===== src/design/rppf_pkg.sv =====
// Shared types and codes for the repeating pulse pattern finder.
// Depends on nothing; imported by every other design file.
`default_nettype none

package rppf_pkg;

    // Item kinds on the input channel
    localparam logic [1:0] KIND_LOAD  = 2'd0;
    localparam logic [1:0] KIND_READ  = 2'd1;
    localparam logic [1:0] KIND_CLEAR = 2'd2;

    // Result kinds
    localparam logic RES_SEARCH = 1'b0;
    localparam logic RES_READ   = 1'b1;

    // Register indexes on the configuration port
    localparam logic [1:0] REG_TOLERANCE = 2'd0;
    localparam logic [1:0] REG_MIN_APP   = 2'd1;
    localparam logic [1:0] REG_LOOKAHEAD = 2'd2;

    // Register reset values
    localparam logic [9:0] TOLERANCE_RST = 10'd75;
    localparam logic [7:0] MIN_APP_RST   = 8'd2;
    localparam logic [3:0] LOOKAHEAD_RST = 4'd5;

    typedef struct packed {
        logic [9:0] match_tolerance;
        logic [7:0] min_appearances;
        logic [3:0] lookahead_pairs;
    } cfg_t;

    // Datapath operations, one per sequencer step
    typedef enum logic [4:0] {
        OP_NONE,
        OP_LOAD,
        OP_CLEAR,
        OP_RDL,
        OP_RDA,
        OP_RDW,
        OP_INIT,
        OP_CAND,
        OP_GAP,
        OP_LA,
        OP_LAC,
        OP_LIST,
        OP_LISTC,
        OP_SJ,
        OP_SJ0,
        OP_SJ1,
        OP_SK,
        OP_SKC,
        OP_SEND,
        OP_BJ,
        OP_BJ0,
        OP_BJ1,
        OP_BK,
        OP_BK0,
        OP_BK1,
        OP_BW,
        OP_BWC
    } op_t;

    typedef struct packed {
        op_t op;
    } cmd_t;

    typedef struct packed {
        logic cand_ok;
        logic la_done;
        logic la_fail;
        logic list_more;
        logic j_more;
        logic k_more;
        logic len_match;
        logic spacing_fail;
        logic have;
        logic bw_done;
        logic bw_close;
    } sts_t;

endpackage

`default_nettype wire


===== src/design/rppf_ctrl.sv =====
// Sequencer for the pulse pattern finder: accepts items and steps the search.
// Depends on rppf_pkg; drives rppf_dp through cmd_t and reads sts_t.
`default_nettype none

module rppf_ctrl (
    input  logic          clk,
    input  logic          rst_n,
    input  logic          in_valid,
    input  logic [1:0]    kind,
    input  logic          last_entry,
    input  logic          out_free,
    input  rppf_pkg::sts_t sts,
    output logic          in_ready,
    output logic          out_load,
    output rppf_pkg::cmd_t cmd
);
    import rppf_pkg::*;

    typedef enum logic [24:0] {
        S_IDLE  = 25'h0000001,
        S_INIT  = 25'h0000002,
        S_CAND  = 25'h0000004,
        S_GAP   = 25'h0000008,
        S_LA    = 25'h0000010,
        S_LAC   = 25'h0000020,
        S_LIST  = 25'h0000040,
        S_LISTC = 25'h0000080,
        S_SJ    = 25'h0000100,
        S_SJ0   = 25'h0000200,
        S_SJ1   = 25'h0000400,
        S_SK    = 25'h0000800,
        S_SKC   = 25'h0001000,
        S_SEND  = 25'h0002000,
        S_BJ    = 25'h0004000,
        S_BJ0   = 25'h0008000,
        S_BJ1   = 25'h0010000,
        S_BK    = 25'h0020000,
        S_BK0   = 25'h0040000,
        S_BK1   = 25'h0080000,
        S_BW    = 25'h0100000,
        S_BWC   = 25'h0200000,
        S_RDA   = 25'h0400000,
        S_RDW   = 25'h0800000,
        S_OUT   = 25'h1000000
    } state_t;

    state_t state_reg, state_next;

    assign in_ready = (state_reg == S_IDLE);
    assign out_load = (state_reg == S_OUT) && out_free;

    always_comb
    begin
        state_next = state_reg;
        cmd.op     = OP_NONE;
        unique case (state_reg)
            S_IDLE:
            begin
                if (in_valid)
                begin
                    unique case (kind)
                        KIND_LOAD:
                        begin
                            cmd.op = OP_LOAD;
                            if (last_entry)
                                state_next = S_INIT;
                        end
                        KIND_READ:
                        begin
                            cmd.op     = OP_RDL;
                            state_next = S_RDA;
                        end
                        KIND_CLEAR: cmd.op = OP_CLEAR;
                        default:    cmd.op = OP_NONE;
                    endcase
                end
            end
            S_INIT:
            begin
                cmd.op     = OP_INIT;
                state_next = S_CAND;
            end
            S_CAND:
            begin
                cmd.op     = OP_CAND;
                state_next = sts.cand_ok ? S_GAP : S_OUT;
            end
            S_GAP:
            begin
                cmd.op     = OP_GAP;
                state_next = S_LA;
            end
            S_LA:
            begin
                cmd.op     = OP_LA;
                state_next = sts.la_done ? S_LIST : S_LAC;
            end
            S_LAC:
            begin
                cmd.op     = OP_LAC;
                state_next = sts.la_fail ? S_CAND : S_LA;
            end
            S_LIST:
            begin
                cmd.op     = OP_LIST;
                state_next = sts.list_more ? S_LISTC : S_SJ;
            end
            S_LISTC:
            begin
                cmd.op     = OP_LISTC;
                state_next = S_LIST;
            end
            S_SJ:
            begin
                cmd.op     = OP_SJ;
                state_next = sts.j_more ? S_SJ0 : S_SEND;
            end
            S_SJ0:
            begin
                cmd.op     = OP_SJ0;
                state_next = S_SJ1;
            end
            S_SJ1:
            begin
                cmd.op     = OP_SJ1;
                state_next = sts.len_match ? S_SJ : S_SK;
            end
            S_SK:
            begin
                cmd.op     = OP_SK;
                state_next = sts.k_more ? S_SKC : S_SJ;
            end
            S_SKC:
            begin
                cmd.op     = OP_SKC;
                state_next = S_SK;
            end
            S_SEND:
            begin
                cmd.op     = OP_SEND;
                state_next = sts.spacing_fail ? S_OUT : S_BJ;
            end
            S_BJ:
            begin
                cmd.op     = OP_BJ;
                state_next = sts.j_more ? S_BJ0 : S_OUT;
            end
            S_BJ0:
            begin
                cmd.op     = OP_BJ0;
                state_next = S_BJ1;
            end
            S_BJ1:
            begin
                cmd.op     = OP_BJ1;
                state_next = (sts.len_match && sts.have) ? S_BK : S_BJ;
            end
            S_BK:
            begin
                cmd.op     = OP_BK;
                state_next = sts.k_more ? S_BK0 : S_BJ;
            end
            S_BK0:
            begin
                cmd.op     = OP_BK0;
                state_next = S_BK1;
            end
            S_BK1:
            begin
                cmd.op     = OP_BK1;
                state_next = sts.len_match ? S_BW : S_BK;
            end
            S_BW:
            begin
                cmd.op     = OP_BW;
                state_next = sts.bw_done ? S_BK : S_BWC;
            end
            S_BWC:
            begin
                cmd.op     = OP_BWC;
                state_next = sts.bw_close ? S_BW : S_BK;
            end
            S_RDA:
            begin
                cmd.op     = OP_RDA;
                state_next = S_RDW;
            end
            S_RDW:
            begin
                cmd.op     = OP_RDW;
                state_next = S_OUT;
            end
            S_OUT:
            begin
                if (out_free)
                    state_next = S_IDLE;
            end
            default: state_next = S_IDLE;
        endcase
    end

    always_ff @(posedge clk or negedge rst_n)
    begin
        if (!rst_n)
            state_reg <= S_IDLE;
        else
            state_reg <= state_next;
    end

endmodule

`default_nettype wire


===== config.mk =====
export PLATFORM = sky130hd
export DESIGN_NAME = rppf_ctrl
export DESIGN_NICKNAME = d
export VERILOG_FILES = /design/src/design/rppf_pkg.sv /design/src/design/rppf_ctrl.sv
export SDC_FILE = /design/constraint.sdc
export NUM_CORES = 1
export LEC_CHECK = 0
export BUFFER_PORTS_ARGS = -buffer_cell sky130_fd_sc_hd__buf_2
export CELL_PAD_IN_SITES_DETAIL_PLACEMENT = 0
export CELL_PAD_IN_SITES_GLOBAL_PLACEMENT = 2
export CORE_MARGIN = 1
export CORE_UTILIZATION = 30
export CTS_CLUSTER_SIZE = 12
export DETAILED_ROUTE_END_ITERATION = 12
export PLACE_DENSITY = 0.74
export SLEW_MARGIN = 25
export SYNTH_ARGS = -nofsm -noshare
export SYNTH_HDL_FRONTEND = slang
export SYNTH_SLANG_ARGS = --single-unit

===== constraint.sdc =====
create_clock -name clk -period 3.6 [get_ports clk]
set_input_delay 1.08 -clock clk [delete_from_list [all_inputs] [get_ports clk]]
set_output_delay 1.08 -clock clk [all_outputs]
set_load 0.01 [all_outputs]

==> reports/qor.csv <==
metric,value,unit
yosysSeqAreaShare,34.84,%
synthDistinctLibCells,50,
hold_viol,0,
cp-end-kind,output port,
clockBufferDepth,2,
synth_area,1799,um^2
synthFlopType,dfrtp_1,
reg2reg_slack,1.36,ns
hold_path_end,state_reg[16]$_DFFE_PN0P_,
vias,1777,
post_drt_wl_per_cell,16.41,um
status,finished clean,
sequentialPowerShare,38.1,%
synth-async-reset-ratio,100.0,%
cp_num_buf_inv,2,
r2r_end,state_reg[14]$_DFFE_PN0P_,
synthCells,202,
syn_to_final_growth,32.48,%
cts_sinks,25,
drt_iter0_drc,145,
die_x,79.45,um
switching_power,0.0002719,W
p_sw_share,34.58,%
worstPathRequired,2.52,ns
fp.dieH,79.45,um
combPwrFrac,39.2,%
critPathMaxFanout,5,
fin_nets,282,
avgSynthCellArea,8.907,um^2
cts_root_buf,clkbuf_8,
startpoint_type,flop,
pre_cts_slack,-0.005710,ns
first_pass_iters,4,
layout_setup_ws,0.07157,ns
synth_fa_ha_area_share,1.391,%
worst_pin_slew,0.5925,ns
slowest_stage,or4_4,
maxCapViolCount,0,
synth_edf_count,0,
yosys-mux-area-fraction,0.5563,%
wl,5463,um
place_inst,310,
antenna_found_initial,0,
grt_pass1_wl,8680,um
stdcell_area,2384,um^2
post-route-min-period,3.528,ns
max-vdd-ir-drop,0.1542,mV
layout-drive-gt1-share,39.08,%
core,5642,um^2
synth.yosys.warnings,0,
crit_chain,nor4_4 -> buf_4 -> nand4_4 -> or4_4 -> nor3b_4 -> nor2b_1 -> nand4_1 -> buf_2,
crit_family,simple AND/OR/NAND/NOR gates,
instances_no_fill,333,
drv_slew,0,
pwr-share-clk,22.7,%
critical_path_class,reg -> out,
placed_cell_area,2088,um^2
place_congestion,0.8324,
largest_reg_flops,25,
routed_via_density,5.336,
reg2reg_depth,6,
cp.arrival,2.45,ns
grt_max_degree,26,
p_leak,1.163,nW
synth_xor_area_share,2.921,%
finalCritPeriodShare,98.01,%
hold_class,reg -> reg,
track_usage,18.42,%
yosys.area_share.simple,45.76,%
fillers,570,
clk_latency,0.28,ns
synthesis.nets,222,
grt_pass1_vias,1639,
dp_hpwl,4222,um
slowest_delay,0.57,ns
io_buffer_count,24,
cts_buffers,3,
clk_pin_slew,0.10,ns
drcViolationCount,0,
synth_compound_area_share,9.944,%
fin_skew,0.003338,ns
timing.rr.start,state_reg[14]$_DFFE_PN0P_,
synth_top_family_by_area,simple AND/OR/NAND/NOR gates,
n_antenna_cell,0,
internal_power,0.0005143,W
final-setup-viol-count,0,
cts_htree_levels,1,
overflow,0,
slew-limit-headroom,60.50,%
powerDensity,329.9,nW/um^2
cts_tree,done,
row_count,27,
startpoint,state_reg[17]$_DFFE_PN0P_,
die-area,6312,um^2
initial_core_util,31.89,%
postRouteAntennaNets,0,
rsz0062_at_grt,true,
fmaxAchievable,283.4,MHz
holdPathStages,1,
synth-seq-cells,25,
hold_start,state_reg[14]$_DFFE_PN0P_,
ios,25,
## repair_timing
item	in CTS	in global routing
hold buffers	0	0
setup buffers	3	16
gates resized for setup	8	18
pin swaps	2	8
endpoints found under the setup margin	3	4
cloned	0	0
## Yosys cell counts (4+ instances only)
cell       n  area [um^2]
nand3_1    4        20.02
and4b_1    4        40.04
nand2_1   17        63.81
nand4b_1   4        35.03
nor3_1    15        75.07
or2_2      4        25.02
o21ai_0   13        65.06
nor2_1    17        63.81
dfrtp_1   24        600.6
xnor2_1    4        35.03
nor2b_1    5        31.28
nand4_1    4        25.02
nand2b_1   6        37.54
nand3b_1   4        30.03
nor4_1    10        62.56
inv_1     13        48.80
## cell type report
class                   instances  area (um^2)  share of cell area, %
multi-input cells             161         1182                  49.61
flip-flops and latches         25        638.1                  26.77
repair buffers                 58        375.4                  15.75
well taps                      72        90.09                  3.780
inverters                      13        48.80                  2.047
clock buffers                   3        41.29                  1.732
clock inverters                 1        7.507                 0.3150
## layout by cell type (no fill, tap or decap), drive strengths merged, types with 5 or more instances in the layout
master,instances
inv,13
nand2,18
o21ai,13
dfrtp,24
nor2b,5
nand2b,6
nand4,6
nor3,16
buf,58
nor4,14
nor2,17
nand3,5
## layer usage
metal | wire, um | track usage (%) | vias to the layer above | share of wire, %
li1 | - | - | 867 | -
met1 | 2625 | 25.34 | 851 | 48
met2 | 2466 | 29.06 | 46 | 45
met3 | 235 | 3.429 | 13 | 4.3
met4 | 136 | 5.636 | 0 | 2.5
met5 | 0 | 0 | - | 0
## power groups by stage
stage          registers (W)  clock network, W  logic (W)
3_3_place_gp        0.000304                 0   0.000242
6_report            0.000300          0.000178   0.000308
2_1_floorplan       0.000302                 0   0.000148
5_1_grt             0.000301          0.000199   0.000340
4_1_cts             0.000299          0.000184   0.000254
3_5_place_dp        0.000305                 0   0.000239
## cell families after synthesis
kind of cell,Yosys count
adders and majority gates,2
DFF,25
xor gates and xnor gates,6
buffers and inverters,16
and+or+nand+nor,125
muxes,1
AOI/OAI and AO/OA,27
## per-stage QoR
stage	power (W)	setup TNS, ns	utilization (%)	hold WS [ns]
after floorplan	0.0004508	0	-	0.5326
after global placement	0.0005460	-0.01836	37.01	0.6063
after detailed placement	0.0005447	-0.005710	37.01	0.5989
after CTS	0.0007374	0	39.06	0.6128
after global routing	0.0008408	-0.05875	42.25	0.5468
final	0.0007863	0	42.25	0.5358
## how the worst max path moves through the flow
stage                     slack, ns  cells after the start      to
after global placement        -0.02                      7  cmd[0]
after CTS                     0.008                      7  cmd[0]
after detailed placement     -0.006                      7  cmd[0]
final                          0.07                      8  cmd[2]
after floorplan                0.59                      5  cmd[1]
after global routing          -0.04                      8  cmd[2]
(Power assumes the default switching activity.)
